==> config.mk <==
export PLATFORM = sky130hd
export DESIGN_NAME = dgts_ram
export DESIGN_NICKNAME = d
export VERILOG_FILES = /design/src/hdl/dgts_ram.sv
export SDC_FILE = /design/constraint.sdc
export NUM_CORES = 1
export LEC_CHECK = 0
export ABC_AREA = 1
export BUFFER_PORTS_ARGS = -buffer_cell sky130_fd_sc_hd__buf_4
export CAP_MARGIN = 20
export CORE_UTILIZATION = 25
export CTS_BUF_LIST = sky130_fd_sc_hd__clkbuf_4
export DETAILED_ROUTE_END_ITERATION = 16
export GPL_TIMING_DRIVEN = 1
export PLACE_DENSITY = 0.37
export SLEW_MARGIN = 40
export SYNTH_ARGS = -nofsm -noshare
export SYNTH_HDL_FRONTEND = slang
export SYNTH_SLANG_ARGS = --single-unit
==> constraint.sdc <==
create_clock -name clk_i -period 2.3 [get_ports clk_i]
set_input_delay 0.115 -clock clk_i [delete_from_list [all_inputs] [get_ports clk_i]]
set_output_delay 0.115 -clock clk_i [all_outputs]
set_load 0.005 [all_outputs]
==> src/hdl/dgts_ram.sv <==
// ----------------------------------------------------------------------------
// dgts_ram
// Simple dual-port synchronous RAM, one write and one registered read port.
// ----------------------------------------------------------------------------
module dgts_ram #(
  parameter int unsigned DEPTH = 64,
  parameter int unsigned WIDTH = 8
) (
  input  logic                     clk_i,
  input  logic                     we_i,
  input  logic [$clog2(DEPTH)-1:0] waddr_i,
  input  logic [WIDTH-1:0]         wdata_i,
  input  logic                     re_i,
  input  logic [$clog2(DEPTH)-1:0] raddr_i,
  output logic [WIDTH-1:0]         rdata_o
);

  logic [WIDTH-1:0] mem_q [DEPTH];
  logic [WIDTH-1:0] rdata_q;

  always_ff @(posedge clk_i) begin
    if (we_i) begin
      mem_q[waddr_i] <= wdata_i;
    end
  end

  // read data holds while no read is issued
  always_ff @(posedge clk_i) begin
    if (re_i) begin
      rdata_q <= mem_q[raddr_i];
    end
  end

  assign rdata_o = rdata_q;

endmodule

After elaboration in Yosys (flattened, before gate mapping)
Memories as Yosys holds them, arrays and structs flattened. A register that Yosys moved wholly into a read port is not among the register bits.
Index checks and enable logic that the tools add are counted.
- multiplexer cells: 2
- operators with widths (cell ; number):
    $mux 1 ; 2
- bits in writable memories: 512
- output and inout bits: 8
- bits in registers: 0
- memories: 1
- input port bits: 23
- memories (memory ; words ; width ; rd ports ; clocked after memory_dff ; write ports ; line ; text):
    mem_q ; 64 ; 8 ; 1 ; 1 ; 1 ; 18 ; logic [WIDTH-1:0] mem_q [DEPTH];

Longest topological paths before layout
- depth after elaboration: 2
- mapped depth: 12
- gate-level depth less buffers: 9

Worst setup path before layout
Ideal clock, no wire load.
- path type: input-to-reg
- start: input port we_i
- end: memory mem_q[48][0] (enable)
- arrival: 1486 ps
- buffers on the path: 1
- stages: 3
- setup time: 395 ps
- setup slack: 419 ps
- cell sequence: clkbuf_1 > nand4_1 > nor4_1
- cells in the longest elaborated chain, start to end: 2
- RTL lines (item ; line ; text):
    start: declaration ; 10 ; input logic we_i,
    $mux 1 ; 22 ; if (we_i) begin
    $mux 1 (implied by the code) ; 23 ; mem_q[waddr_i] <= wdata_i;
    end: declaration ; 18 ;
Every way passes these cells.

==> impl_metrics.py <==
metrics = {
    "min_path": {
        "hold_start": "raddr_i[2]",
        "whs_path_depth": 8,
        "min_delay_worst_endpoint": "rdata_o[0]",
        "worst_hold_path_type": "in -> reg",
    },
    "route": {
        "dr_total_vias": 14569,
        "drt.antenna.violating_nets": 0,
        "viasPerCell": 4.475,
        "drcViolationCount": 0,
        "drt_iter0_markers": 1036,
        "drt-wirelength-per-cell_um": 20.88,
        "wirelength_mm": 67.99,
        "drtPass1Iterations": 6,
    },
    "power_and_ir_drop": {
        "p_seq_share_pct": 51.7,
        "p_switching_mw": 5.123,
        "powerDensity_mw_per_mm2": 801.2,
        "leakagePower_nw": 9.278,
        "clkPwrFrac_pct": 41.4,
        "vdd_drop_max_uv": 369.6,
        "power_mw": 20.42,
        "p_comb_share_pct": 6.9,
        "p_int_mw": 15.29,
        "sw_frac_of_total_pct": 25.09,
    },
    "grt": {
        "grt_pass1_wl_mm": 100.8,
        "grt_pass1_vias": 15066,
        "grt.total_usage_pct": 15.99,
        "antenna_found_initial": 3,
        "grt_overflow_total": 0,
        "grt_max_degree": 69,
    },
    "yosys": {
        "yosys.area_share.adder_pct": 0,
        "synth_compound_area_share_pct": 0,
        "muxShareOfSynthArea_pct": 0,
        "synth-simple-area-share_pct": 23.09,
        "avgSynthCellArea_sq_um": 11.87,
        "synth_warnings": 0,
        "synthCells": 1805,
        "ys_ff_latch": 520,
        "synth-seq-area-share_pct": 72.90,
        "synth_cell_types": 15,
        "yosys.area_share.xor_xnor_pct": 0,
        "syn_area_sq_mm": 0.02142,
        "synth_nets": 1828,
        "synth_top_family_by_area": "simple AND/OR/NAND/NOR gates",
    },
    "place": {
        "place.gp.congestion": 0.7692,
        "numPortBuffers": 30,
        "hpwl_mm": 40.09,
    },
    "timing": {
        "worst_pin_slew_ns": 0.7040,
        "rsz0062_at_grt": "false",
        "drv_slew": 0,
        "tns_ns": 0,
        "period_share_pct": 85.77,
        "finClkSkew_ns": 0.05502,
        "finalHoldViolations": 0,
        "relSlewSlack_pct": 53.01,
        "fmax_mhz": 506.9,
        "period_needed_ns": 1.973,
        "finalSetupViolations": 0,
    },
    "floorplanning": {
        "initial_core_util_pct": 25.43,
        "coreArea_sq_mm": 0.08422,
        "die_area_sq_mm": 0.08685,
        "io_pins": 31,
        "die_x_um": 294.7,
        "rows": 106,
        "dieHeight_um": 294.7,
    },
    "cells_and_area": {
        "seq_area_sq_mm": 0.01562,
        "fillerInstances": 8730,
        "layout-drive-gt1-share_pct": 17.70,
        "area_growth_pct": 18.98,
        "nNetsFinal": 2039,
        "multiInputGateArea_sq_mm": 0.004946,
    },
    "clocking": {
        "numCtsBuffers": 150,
        "clk_latency_ns": 0.95,
        "cts_sinks": 520,
        "ctsHtreeMaxLevel": 4,
        "clk_pin_slew_ns": 0.07,
        "cts_setup_buffers": 0,
        "clock-root-buffer": "clkbuf_4",
        "cts_tree": "built",
        "cts_buffer_depth": 3,
    },
    "setup_path": {
        "rrSetupSlack_ns": 0.33,
        "cp_slowest_stage_delay_ns": 0.54,
        "rr_worst_depth": 9,
        "endpoint_kind": "flop",
        "cp.arrival_ns": 2.66,
        "crit_chain": "nand2_1 -> nand3_1 -> nand3_1 -> nand2_1 -> nand2_1 -> nand3_1 -> nand3_1 -> dlygate4sd3_1 -> nand2_1",
        "crit_buf_inv": 1,
        "r2r_start": "mem_q[63][7]",
        "critPathLaunch": "mem_q[63][7]",
        "path_max_fanout": 1,
        "startpoint_type": "flop",
        "required_ns": 2.98,
        "worstReg2RegEnd": "rdata_o[7]",
        "path_class": "reg -> reg",
        "critical-path-top-delay-family": "simple AND/OR/NAND/NOR gates",
        "slowest_stage": "dlygate4sd3_1",
    },
    "outcome": {
        "run_status": "completed",
    },
    "flow_run": {
        "cap_violations": 0,
    },
}
## routing by layer
layer  share of wire (%)  routed length (um)  vias up  global-route usage, %
met5                   0                   0        -                      0
li1                    -                   -     6889                      -
met1                  47               31960     7190                  21.95
met4                 1.9                1267        0                  5.526
met3                 5.4                3651      105                  3.650
met2                  46               31110      385                  24.67
## synthesized netlist by cell type
library cell  instances  area share (%)
buf_4                14            0.49
buf_2                37            0.86
buf_8                 2            0.14
edfxtp_1            520              73
nor4_1                8            0.23
buf_1                10            0.18
nand3_1             439              10
inv_1                10            0.18
inv_6                 1           0.041
nor2_1               56            0.98
buf_6                35             1.8
inv_2                 1           0.018
nand2_1             648              11
clkbuf_1             15            0.26
nand4_1               9            0.26
## power groups by stage
stage	clock network, mW	logic (mW)	registers [mW]
final	8.46	1.42	10.5
after global routing	9.29	1.56	10.5
after CTS	8.83	1.45	10.5
after detailed placement	0	1.41	10.7
after global placement	0	1.41	10.8
after floorplan	0	0.737	10.7
## state kept, by name (all words and copies together) (netlist names)
register and flops:
mem_q 512, rdata_o 8
## cells by family (layout without fill, tap and decap cells)
family / count (synthesis) / after routing
and+or+nand+nor: 1160 / 1160
DFF: 520 / 520
buffers and inverters: 125 / 439
other: 0 / 3
## worst max-delay path by stage
stage | endpoint | slack [ns] | cells past startpoint
detailed placement | mem_q[43][0] | 0.30 | 5
CTS | rdata_o[5] | 0.32 | 9
floorplan | mem_q[48][0] | 0.42 | 3
finish | rdata_o[7] | 0.33 | 9
global route | rdata_o[5] | 0.22 | 9
global placement | rdata_o[3] | 0.29 | 11
## area by class of cell
class                      count  area share [%]
timing repair buffer         172           6.363
antenna                        3         0.02946
sequential                   520           61.27
multi-input combinational   1160           19.41
inverter                      12          0.2160
clock inverter                40          0.8150
tap                         1134           5.567
clock buffer                 215           6.333
## placed cells by master (no fill, tap or decap), types with 3 or more instances in the layout
master / synthesis / routed
nand3_1: 439 / 439
buf_4: 14 / 122
inv_2: 1 / 4
diode_2: 0 / 3
nand2_1: 648 / 648
nor4_1: 8 / 8
clkinvlp_4: 0 / 5
nand4_1: 9 / 9
dlygate4sd3_1: 0 / 28
edfxtp_1: 520 / 520
buf_12: 0 / 20
inv_1: 10 / 9
clkbuf_4: 0 / 215
nor2_1: 56 / 56
clkinv_1: 0 / 27
## per-stage QoR
stage	util (%)	instances	hold slack [ns]	worst slack [ns]	instance area (sq um)
after floorplan	-	1805	0.2139	0.4189	21420
after global placement	27.75	2970	0.5204	0.2890	23370
after detailed placement	27.75	2970	0.5282	0.2989	23370
after CTS	30.25	3253	0.004099	0.3177	25470
after global routing	30.26	3256	0.06832	0.2229	25490
final	30.26	3256	0.09984	0.3273	25490
## worst reg2reg max path, cell delays in order, from the launching register on
cell	delay, ns
edfxtp_1	0.35
nand2_1	0.08
nand3_1	0.10
nand3_1	0.15
nand2_1	0.07
nand2_1	0.09
nand3_1	0.15
nand3_1	0.12
dlygate4sd3_1	0.54
nand2_1	0.05
## what timing repair did
action	in CTS	in global routing
endpoints found under the hold margin	1021	0
gates resized for setup	0	0
hold buffers	28	0
Power figures use the tool's default switching activity.
